===== src/design/zre_pkg.sv =====
`timescale 1ns / 1ps
// Shared constants and controller/datapath interface types for the zero-run encoder.
// Depends on nothing; used by zre_ctrl, zre_dpath and zero_run_encoder.
package zre_pkg;

    localparam int PART_MAX  = 8;    // bytes per part
    localparam int LIT_DEPTH = 16;   // literal bytes per group (two data parts)

    localparam int LIT_AW = $clog2(LIT_DEPTH);
    localparam int LIT_CW = $clog2(LIT_DEPTH + 1);
    localparam int PART_CW = $clog2(PART_MAX + 1);

    localparam logic [7:0] ZERO_BYTE = 8'h00;

    // which opcode layout the datapath builds
    typedef enum logic [0:0] {
        OPK_PAIR  = 1'b0,   // first code + code of the open second part
        OPK_FLUSH = 1'b1    // stream end: missing second part codes as 0
    } opkind_t;

    typedef struct packed {
        logic    take;        // latch input beat
        logic    apply_in;    // fold input port byte into the part state
        logic    apply;       // fold latched byte into the part state
        logic    close_first; // full first part: close it
        logic    op_load;     // load group opcode into output register
        opkind_t op_kind;
        logic    grp_last;    // group being sent ends the results of this beat
        logic    lit_load;    // load next literal into output register
        logic    grp_clear;   // group fully sent: back to empty state
    } zre_cmd_t;

    typedef struct packed {
        logic need_emit;    // input byte closes the second part of the open group
        logic full_second;
        logic full_first;
        logic end_open;     // stream end with a group still open
        logic end_flag;     // latched stream_end
        logic lit_empty;
        logic lit_final;    // next literal is the last of the group
        logic out_free;
    } zre_stat_t;

endpackage


===== src/design/zre_dpath.sv =====
`timescale 1ns / 1ps
// Datapath of the zero-run encoder: part/group state, literal store, output register.
// Depends on zre_pkg; driven by zre_ctrl through zre_cmd_t.
module zre_dpath
(
    input  logic                clk,
    input  logic                rst_n,
    input  zre_pkg::zre_cmd_t   cmd,
    output zre_pkg::zre_stat_t  stat,
    input  logic [7:0]          data_byte,
    input  logic                stream_end,
    output logic                enc_valid,
    input  logic                enc_stall,
    output logic [7:0]          out_byte,
    output logic                is_opcode,
    output logic                run_last,
    output logic                stream_last
);

    logic [7:0]                  byte_reg;
    logic                        end_reg;
    logic                        group_open_reg, group_open_next;
    logic                        in_second_reg, in_second_next;
    logic                        piz_reg, piz_next;
    logic [zre_pkg::PART_CW-1:0] count_reg, count_next;
    logic [3:0]                  first_code_reg, first_code_next;
    logic [zre_pkg::LIT_CW-1:0]  lit_count_reg, lit_count_next;
    logic [zre_pkg::LIT_AW-1:0]  idx_reg, idx_next;
    logic [7:0]                  lit_mem [zre_pkg::LIT_DEPTH];

    logic                        out_valid_reg, out_valid_next;
    logic [7:0]                  out_byte_reg;
    logic                        is_op_reg, run_last_reg, stream_last_reg;

    logic [7:0]                  apply_byte;
    logic                        do_apply;
    logic                        z;
    logic [zre_pkg::LIT_CW-1:0]  lit_base;
    logic                        mem_we;
    logic [zre_pkg::LIT_AW-1:0]  mem_wa;
    logic [3:0]                  cur_nib;
    logic [7:0]                  opcode;
    logic                        beat_last;

    // zero part codes count-1, data part codes (8 - count) mod 8
    function automatic logic [3:0] nib(input logic is_zero,
                                       input logic [zre_pkg::PART_CW-1:0] cnt);
        logic [2:0] c;
        c = is_zero ? 3'(cnt - 1'b1) : 3'(-cnt);
        return {is_zero, c};
    endfunction

    assign apply_byte = cmd.apply_in ? data_byte : byte_reg;
    assign do_apply   = cmd.apply_in | cmd.apply;
    assign z          = (apply_byte == zre_pkg::ZERO_BYTE);
    assign cur_nib    = nib(piz_reg, count_reg);

    always_comb
    begin
        group_open_next = group_open_reg;
        in_second_next  = in_second_reg;
        piz_next        = piz_reg;
        count_next      = count_reg;
        first_code_next = first_code_reg;
        lit_count_next  = lit_count_reg;
        lit_base        = lit_count_reg;
        mem_we          = 1'b0;
        mem_wa          = lit_count_reg[zre_pkg::LIT_AW-1:0];
        if (cmd.grp_clear)
        begin
            group_open_next = 1'b0;
            in_second_next  = 1'b0;
            piz_next        = 1'b0;
            count_next      = '0;
            first_code_next = '0;
            lit_count_next  = '0;
        end
        else if (cmd.close_first)
        begin
            first_code_next = cur_nib;
            in_second_next  = 1'b1;
            count_next      = '0;
            piz_next        = 1'b0;
        end
        else if (do_apply)
        begin
            if (!group_open_reg)
            begin
                group_open_next = 1'b1;
                in_second_next  = 1'b0;
                first_code_next = '0;
                piz_next        = z;
                count_next      = zre_pkg::PART_CW'(1);
                lit_base        = '0;
            end
            else if (!in_second_reg)
            begin
                if (z == piz_reg && count_reg < zre_pkg::PART_CW'(zre_pkg::PART_MAX))
                begin
                    count_next = count_reg + 1'b1;
                end
                else
                begin
                    first_code_next = cur_nib;
                    in_second_next  = 1'b1;
                    piz_next        = z;
                    count_next      = zre_pkg::PART_CW'(1);
                end
            end
            else if (count_reg == '0)
            begin
                piz_next   = z;
                count_next = zre_pkg::PART_CW'(1);
            end
            else
            begin
                count_next = count_reg + 1'b1;
            end
            lit_count_next = lit_base;
            mem_wa         = lit_base[zre_pkg::LIT_AW-1:0];
            if (!z && lit_base < zre_pkg::LIT_CW'(zre_pkg::LIT_DEPTH))
            begin
                mem_we         = 1'b1;
                lit_count_next = lit_base + 1'b1;
            end
        end
    end

    always_comb
    begin
        unique case (cmd.op_kind)
            zre_pkg::OPK_PAIR:
                opcode = {cur_nib, first_code_reg};
            zre_pkg::OPK_FLUSH:
            begin
                if (!in_second_reg)
                    opcode = {4'h0, cur_nib};
                else if (count_reg == '0)
                    opcode = {4'h0, first_code_reg};
                else
                    opcode = {cur_nib, first_code_reg};
            end
            default:
                opcode = {cur_nib, first_code_reg};
        endcase
    end

    assign beat_last = cmd.grp_last & (cmd.op_load ? stat.lit_empty : stat.lit_final);

    always_comb
    begin
        idx_next = idx_reg;
        if (cmd.op_load)
            idx_next = '0;
        else if (cmd.lit_load)
            idx_next = idx_reg + 1'b1;
    end

    assign out_valid_next = (cmd.op_load | cmd.lit_load) | (out_valid_reg & enc_stall);

    always_ff @(posedge clk or negedge rst_n)
    begin
        if (!rst_n)
        begin
            group_open_reg <= 1'b0;
            in_second_reg  <= 1'b0;
            piz_reg        <= 1'b0;
            count_reg      <= '0;
            first_code_reg <= '0;
            lit_count_reg  <= '0;
            idx_reg        <= '0;
            out_valid_reg  <= 1'b0;
        end
        else
        begin
            group_open_reg <= group_open_next;
            in_second_reg  <= in_second_next;
            piz_reg        <= piz_next;
            count_reg      <= count_next;
            first_code_reg <= first_code_next;
            lit_count_reg  <= lit_count_next;
            idx_reg        <= idx_next;
            out_valid_reg  <= out_valid_next;
        end
    end

    always_ff @(posedge clk)
    begin
        if (cmd.take)
        begin
            byte_reg <= data_byte;
            end_reg  <= stream_end;
        end
        if (mem_we)
            lit_mem[mem_wa] <= apply_byte;
        if (cmd.op_load)
        begin
            out_byte_reg    <= opcode;
            is_op_reg       <= 1'b1;
            run_last_reg    <= beat_last;
            stream_last_reg <= beat_last & end_reg;
        end
        else if (cmd.lit_load)
        begin
            out_byte_reg    <= lit_mem[idx_reg];
            is_op_reg       <= 1'b0;
            run_last_reg    <= beat_last;
            stream_last_reg <= beat_last & end_reg;
        end
    end

    always_comb
    begin
        stat.need_emit   = group_open_reg & in_second_reg & (count_reg != '0) &
                           (((data_byte == zre_pkg::ZERO_BYTE) != piz_reg) |
                            (count_reg >= zre_pkg::PART_CW'(zre_pkg::PART_MAX)));
        stat.full_second = group_open_reg & in_second_reg &
                           (count_reg >= zre_pkg::PART_CW'(zre_pkg::PART_MAX));
        stat.full_first  = group_open_reg & ~in_second_reg &
                           (count_reg >= zre_pkg::PART_CW'(zre_pkg::PART_MAX));
        stat.end_open    = end_reg & group_open_reg;
        stat.end_flag    = end_reg;
        stat.lit_empty   = (lit_count_reg == '0);
        stat.lit_final   = ((zre_pkg::LIT_CW'(idx_reg) + 1'b1) == lit_count_reg);
        stat.out_free    = ~out_valid_reg | ~enc_stall;
    end

    assign enc_valid   = out_valid_reg;
    assign out_byte    = out_byte_reg;
    assign is_opcode   = is_op_reg;
    assign run_last    = run_last_reg;
    assign stream_last = stream_last_reg;

    a_lit_bound: assert property (@(posedge clk) disable iff (!rst_n)
        lit_count_reg <= zre_pkg::LIT_CW'(zre_pkg::LIT_DEPTH))
        else $error("literal count beyond store depth");

    a_part_bound: assert property (@(posedge clk) disable iff (!rst_n)
        count_reg <= zre_pkg::PART_CW'(zre_pkg::PART_MAX))
        else $error("part count beyond part size");

    a_closed_empty: assert property (@(posedge clk) disable iff (!rst_n)
        !group_open_reg |-> (lit_count_reg == '0 && count_reg == '0 && !in_second_reg))
        else $error("closed group holds state");

    a_stream_run: assert property (@(posedge clk) disable iff (!rst_n)
        (out_valid_reg && stream_last_reg) |-> run_last_reg)
        else $error("stream_last without run_last");

    a_clear_on_last: assert property (@(posedge clk) disable iff (!rst_n)
        (cmd.grp_clear && !cmd.op_load) |-> stat.lit_final)
        else $error("group cleared before final literal");

endmodule


===== src/design/zre_ctrl.sv =====
`timescale 1ns / 1ps
// Sequencer of the zero-run encoder: accepts beats and steps group emission.
// Depends on zre_pkg; drives zre_dpath through zre_cmd_t.
module zre_ctrl
(
    input  logic                clk,
    input  logic                rst_n,
    input  logic                raw_valid,
    output logic                raw_stall,
    input  zre_pkg::zre_stat_t  stat,
    output zre_pkg::zre_cmd_t   cmd
);

    typedef enum logic [4:0] {
        ST_IDLE  = 5'b00001,
        ST_CHECK = 5'b00010,
        ST_OPC   = 5'b00100,
        ST_LIT   = 5'b01000,
        ST_APPLY = 5'b10000
    } state_t;

    state_t           state_reg, state_next;
    logic             chg_reg, chg_next;     // emission caused by a class change
    zre_pkg::opkind_t kind_reg, kind_next;

    always_comb
    begin
        cmd        = '0;
        cmd.op_kind = kind_reg;
        cmd.grp_last = chg_reg ? ~stat.end_flag : 1'b1;
        state_next = state_reg;
        chg_next   = chg_reg;
        kind_next  = kind_reg;
        raw_stall  = (state_reg != ST_IDLE);
        unique case (state_reg)
            ST_IDLE:
            begin
                if (raw_valid)
                begin
                    cmd.take = 1'b1;
                    if (stat.need_emit)
                    begin
                        chg_next   = 1'b1;
                        kind_next  = zre_pkg::OPK_PAIR;
                        state_next = ST_OPC;
                    end
                    else
                    begin
                        cmd.apply_in = 1'b1;
                        state_next   = ST_CHECK;
                    end
                end
            end
            ST_APPLY:
            begin
                cmd.apply  = 1'b1;
                chg_next   = 1'b0;
                state_next = ST_CHECK;
            end
            ST_CHECK:
            begin
                priority if (stat.full_second)
                begin
                    kind_next  = zre_pkg::OPK_PAIR;
                    state_next = ST_OPC;
                end
                else if (stat.end_open)
                begin
                    kind_next  = zre_pkg::OPK_FLUSH;
                    state_next = ST_OPC;
                end
                else if (stat.full_first)
                begin
                    cmd.close_first = 1'b1;
                    state_next      = ST_IDLE;
                end
                else
                begin
                    state_next = ST_IDLE;
                end
            end
            ST_OPC:
            begin
                if (stat.out_free)
                begin
                    cmd.op_load = 1'b1;
                    if (stat.lit_empty)
                    begin
                        cmd.grp_clear = 1'b1;
                        state_next    = chg_reg ? ST_APPLY : ST_IDLE;
                    end
                    else
                    begin
                        state_next = ST_LIT;
                    end
                end
            end
            ST_LIT:
            begin
                if (stat.out_free)
                begin
                    cmd.lit_load = 1'b1;
                    if (stat.lit_final)
                    begin
                        cmd.grp_clear = 1'b1;
                        state_next    = chg_reg ? ST_APPLY : ST_IDLE;
                    end
                end
            end
            default:
            begin
                state_next = ST_IDLE;
            end
        endcase
    end

    always_ff @(posedge clk or negedge rst_n)
    begin
        if (!rst_n)
        begin
            state_reg <= ST_IDLE;
            chg_reg   <= 1'b0;
            kind_reg  <= zre_pkg::OPK_PAIR;
        end
        else
        begin
            state_reg <= state_next;
            chg_reg   <= chg_next;
            kind_reg  <= kind_next;
        end
    end

endmodule


===== src/design/zero_run_encoder.sv =====
`timescale 1ns / 1ps
// Zero-run encoder top level: a beat that sends no group passes through accept and part check.
// A beat that sends a group then sends one output byte per cycle while enc_stall is low (opcode
// plus its literals, up to 17 bytes per beat, also when a class change and stream end both emit).
// A class change folds the byte into the new group (ST_APPLY) after the old group is sent.
// Output bytes come from one output register, first loaded in ST_OPC, reached from accept or via the part check.
// Reset (rst_n, async, active low) empties the open group and the output register.
module zero_run_encoder
(
    input  logic       clk,
    input  logic       rst_n,
    input  logic       raw_valid,
    output logic       raw_stall,
    input  logic [7:0] data_byte,
    input  logic       stream_end,
    output logic       enc_valid,
    input  logic       enc_stall,
    output logic [7:0] out_byte,
    output logic       is_opcode,
    output logic       run_last,
    output logic       stream_last
);

    zre_pkg::zre_cmd_t  cmd;
    zre_pkg::zre_stat_t stat;

    zre_ctrl u_ctrl
    (
        .clk       (clk),
        .rst_n     (rst_n),
        .raw_valid (raw_valid),
        .raw_stall (raw_stall),
        .stat      (stat),
        .cmd       (cmd)
    );

    zre_dpath u_dpath
    (
        .clk         (clk),
        .rst_n       (rst_n),
        .cmd         (cmd),
        .stat        (stat),
        .data_byte   (data_byte),
        .stream_end  (stream_end),
        .enc_valid   (enc_valid),
        .enc_stall   (enc_stall),
        .out_byte    (out_byte),
        .is_opcode   (is_opcode),
        .run_last    (run_last),
        .stream_last (stream_last)
    );

endmodule


===== config.mk =====
export PLATFORM = sky130hd
export DESIGN_NAME = zero_run_encoder
export DESIGN_NICKNAME = d
export VERILOG_FILES = /design/src/design/zre_pkg.sv /design/src/design/zre_dpath.sv /design/src/design/zre_ctrl.sv /design/src/design/zero_run_encoder.sv
export SDC_FILE = /design/constraint.sdc
export NUM_CORES = 1
export LEC_CHECK = 0
export BUFFER_PORTS_ARGS = -buffer_cell sky130_fd_sc_hd__clkbuf_2
export CAP_MARGIN = 15
export CORE_ASPECT_RATIO = 1.25
export CORE_MARGIN = 3
export CORE_UTILIZATION = 38
export CTS_CLUSTER_SIZE = 14
export DETAILED_ROUTE_END_ITERATION = 7
export PLACE_DENSITY = 0.53
export REMOVE_ABC_BUFFERS = 1
export SYNTH_ARGS = -nofsm -noshare
export SYNTH_HDL_FRONTEND = slang
export SYNTH_HIERARCHICAL = 1
export SYNTH_SLANG_ARGS = --single-unit

===== constraint.sdc =====
create_clock -name clk -period 4.45 [get_ports clk]
set_input_delay 0.445 -clock clk [delete_from_list [all_inputs] [get_ports clk]]
set_output_delay 0.445 -clock clk [all_outputs]
set_load 0.01 [all_outputs]

# == Word-level counts from Yosys, hierarchy flattened ==
# Memory sizes are Yosys's and may differ from the RTL's.
# Cells that the tools add are included.
# totals
register_bits,48
ram_bits,128
output_inout_bits,13
elab_cells,181
n_memories,1
# op_classes
addsub,6
magnitude_cmp,3
eq_ne,20
n_mux,95
n_bitwise,20
n_reduce_logical,19
# mem_list
name,depth,width,rd,rd_ports_with_merged_regs,wr,line_no,text
u_dpath.lit_mem,16,8,1,0,1,zre_dpath.sv:29,logic [7:0] lit_mem [zre_pkg::LIT_DEPTH];
# ops
op,count
2-to-1 mux 5 bit,15
2-to-1 mux 4 bit,18
2-to-1 mux 1 bit,46
2-to-1 mux 8 bit,5
case mux 5 bit (5 select lines),1
logical NOT 8 bit,2
case mux 8 bit (2 select lines),1
AND 1 bit,10
inequality test 2 bit (second input constant),5
inequality test 5 bit (second input constant),2
2-to-1 mux 3 bit,3
AND reduction 3 bit,3
adder 4 x 1 -> 4 bit (second input constant),2
inequality test 4 bit (second input constant),2
AND reduction 4 bit,2
nonzero test 2 bit,4
2-to-1 mux 2 bit,3
case mux 1 bit (2 select lines),3
adder 4 x 1 -> 5 bit (second input constant),1
adder 5 x 1 -> 5 bit (second input constant),1
== test 5 x 1 -> 1 bit (second input constant),1
== test 5 x 2 -> 1 bit (second input constant),1
== test 5 x 3 -> 1 bit (second input constant),1
== test 5 x 4 -> 1 bit (second input constant),1
other kinds (21),30

# == Depth between registers and ports, before layout ==
# depth
depth_word,19
depth_mapped,14
mapped_depth_nobuf,12

# == Hierarchy ==
# The synthesis kept the hierarchy.
# by_module_without_submodules
mod,n_inst,cells_per_inst,area_each_um2,seq_area_each_um2
zre_dpath,1,476,7497.2,4959.8
zre_ctrl,1,56,484.2,176.4

# == Worst setup path after synthesis ==
# Ideal clock, no wire load.
# synth_path
path_type,input-to-reg
from,in data_byte[2]
to,mem u_dpath.lit_mem[2][0] (enable)
t_arrival_ns,3.146
t_required_ns,4.067
path_slack_ns,0.920
cell_stages,11
n_path_buf,2
path_cell_list,nor4_1 > nand2_1 > mux2i_2 > and3_1 > nor2b_1 > buf_4 > or2_1 > buf_2 > nand3_1 > or4_1 > nor3_1
# synth_rtl
item,line_no,text
"start, declared",zero_run_encoder.sv:14,"input logic [7:0] data_byte,"
"end, declared",zre_dpath.sv:29,

==> impl_metrics.json <==
{
  "htree_levels": 4,
  "place_hpwl_um": 12500,
  "synth_top_family_by_area": "multiplexers",
  "slew_headroom_pct": 48.1,
  "clock-skew-final_ps": 10.8,
  "routed_wl_um": 17900,
  "worstPathRequired_ps": 4510,
  "worst_path_most_repeated_cell": "nor2_1",
  "synth_seq_cells": 176,
  "cp_max_fo": 14,
  "synthAdderAreaFrac_pct": 0.627,
  "finalSetupViolCount": 0,
  "drc": 0,
  "r2r_cells": 11,
  "synth_warnings": 6,
  "cts_buffer_depth": 2,
  "clkTransAtPathRegs_ps": 70,
  "ant_nets": 0,
  "max_clock_freq_ghz": 0.283,
  "synth.avg_cell_area_um2": 15.0,
  "tightest_slew_ps": 778,
  "cp_cell_sequence": "and4b_1 -> a32oi_1 -> a21boi_1 -> nor2_1 -> a22oi_1 -> nor2_1 -> nor2_1 -> and3_1 -> nand2_1 -> or3_1 -> nor3_2",
  "peakVddDrop_uv": 250,
  "async_flop_share_pct": 15.9,
  "syn_inst": 532,
  "cts_tree": "yes",
  "finalHoldViolCount": 0,
  "firstDrtPassIters": 4,
  "dp.cells": 821,
  "largest_reg_flops": 128,
  "leakage_nw": 3.12,
  "die_area_um2": 22800,
  "io_pins": 26,
  "clock_sinks": 176,
  "cts-root-buf": "clkbuf_16",
  "synth_xor_xnor_area_share_pct": 1.43,
  "vias_per_cell": 5.50,
  "r2r_setup_slack_ps": 910,
  "finalNetCount": 587,
  "grt_pass1_wl_um": 28400,
  "slowest_stage": "dfrtp_1",
  "initial_core_util_pct": 39.1,
  "drtIter0Drc": 323,
  "cp.arrival_ps": 3600,
  "drive_above_1_share_pct": 25.7,
  "p_per_area_nw_per_um2": 573,
  "die_x_um": 136,
  "antenna_cells": 0,
  "cts_setup_buffers": 0,
  "cpPeakStageDelay_ps": 680,
  "port_buffers": 25,
  "grt_max_degree": 36,
  "muxShareOfSynthArea_pct": 12.9,
  "cap_violations": 0,
  "post-route-period-util_pct": 79.5,
  "cp_num_buf_inv": 0,
  "crit_type": "register to register",
  "clk_latency_ps": 430,
  "status": "complete, no violations",
  "antenna_found_initial": 0,
  "fin_cells": 853,
  "drv_slew": 0,
  "synthDistinctLibCells": 74,
  "die_h_um": 168,
  "hold-worst-slack_ps": 86.1,
  "wl_per_cell_um": 21.0,
  "yosys.area_share.simple_pct": 10.4,
  "num_vias": 4695,
  "crit_family": "simple AND/OR/NAND/NOR gates",
  "yosysSeqAreaShare_pct": 64.4,
  "finalCriticalPeriod_ps": 3540,
  "synth_compound_area_share_pct": 7.51,
  "startpoint_type": "register",
  "syn_area_um2": 7980,
  "cts_buffers": 17,
  "track_usage_pct": 16.7,
  "r2r-end": "u_dpath/lit_mem[8][5]",
  "place.gp.congestion": 0.825,
  "rsz0062_at_grt": "false",
  "ctsHoldBuffers": 0,
  "fp.coreArea_um2": 20400,
  "critPathLaunch": "u_dpath/lit_count_reg[2]",
  "hold_path.class": "input port to asynchronous set/reset pin",
  "synth_edf_count": 147,
  "post_cts_resized": 0,
  "fp-row-count": 58,
  "r2r_start": "u_dpath/lit_count_reg[2]",
  "grt.overflow.total": 0,
  "yosys_most_used_dff": "edfxtp_1",
  "grt_pass1_vias": 4859,
  "end_kind": "register",
  "syn_to_final_growth_pct": 14.0
}
## metrics by stage
| step | instance area [um2] | setup WS, ps | setup TNS [ps] | total power (W) | utilization [%] |
|---|---|---|---|---|---|
| floorplan | 7820 | -298 | -11580 | 0.00323 | - |
| global placement | 8480 | 589 | 0 | 0.00370 | 41.6 |
| detailed placement | 8480 | 490 | 0 | 0.00372 | 41.6 |
| CTS | 9100 | 853 | 0 | 0.00527 | 44.6 |
| global route | 9100 | 634 | 0 | 0.00550 | 44.6 |
| finish | 9100 | 911 | 0 | 0.00521 | 44.6 |
## synthesized netlist by cell type (all sizes together), types with 9 or more instances
library cell / count / area [um2]
a21oi: 16 / 80.1
buf: 20 / 123
clkbuf: 11 / 41.3
dfrtp: 27 / 676
edfxtp: 147 / 4410
inv: 15 / 56.3
mux2: 16 / 184
mux2i: 12 / 124
mux4: 32 / 721
nand2: 27 / 104
nand2b: 10 / 62.6
nand3: 11 / 55.1
nor2: 36 / 138
nor2b: 14 / 87.6
nor3: 10 / 60.1
nor4: 9 / 86.3
o21ai: 17 / 85.1
## area by class of cell
type / count / area, um2
timing repair buffer: 50 / 313
tap: 270 / 338
clock buffer: 17 / 425
fill: 1799 / 11300
clock inverter: 15 / 190
multi-input combinational: 310 / 2640
inverter: 15 / 56.3
sequential: 176 / 5140
## worst max path at each step
stage                                       end  slack, ps  cells past startpoint
after floorplan           u_dpath/lit_mem[2][0]       -300                     11
after global placement    u_dpath/lit_mem[8][1]        590                     11
after detailed placement  u_dpath/lit_mem[8][5]        490                     11
after CTS                 u_dpath/lit_mem[8][4]        850                     11
after global routing      u_dpath/lit_mem[8][4]        630                     11
final                     u_dpath/lit_mem[8][5]        910                     11
## cells in the final DEF, fill, tap and decap left out, types with 4 or more instances in the layout
cell       netlist  layout
a21oi_1         16      16
a221oi_1         4       4
a22o_1           4       4
and2_1           8       8
and3_1           6       6
buf_4            4      25
clkbuf_16        0      17
clkbuf_2         0      25
dfrtp_1         27      26
edfxtp_1       147     147
ha_1             4       4
inv_1           13      13
inv_8            0       5
mux2_2          15      15
mux2i_1         11      11
mux4_2          32      32
nand2_1         26      26
nand2b_1        10      10
nand3_1         11      11
nand4_1          4       4
nor2_1          35      35
nor2b_1         14      14
nor3_1           8       8
nor4_1           7       5
o21ai_0         14      14
o221ai_1         4       4
xnor2_1          8       8
xor2_1           5       5
## kinds of logic (layout without fill, tap and decap cells)
group                      after synthesis  count (layout)
AOI/OAI and AO/OA                       83              83
adders and majority gates                4               4
buffers and inverters                   46              97
and+or+nand+nor                        150             150
DFF                                    176             176
xor gates and xnor gates                13              13
muxes                                   60              60
## report_power, final
group          switching, W  internal [W]
sequential         0.000183       0.00207
combinational      0.000832      0.000592
clock              0.000678      0.000856
total               0.00169       0.00352
## per-layer routing
layer / GRT usage, % / vias to the layer above / routed length, um
li1: - / 2145 / -
met1: 20.2 / 2446 / 7400
met2: 29.4 / 80 / 9620
met3: 3.14 / 24 / 481
met4: 6.53 / 0 / 415
met5: 0 / - / 0
(Power assumes the default switching activity.)
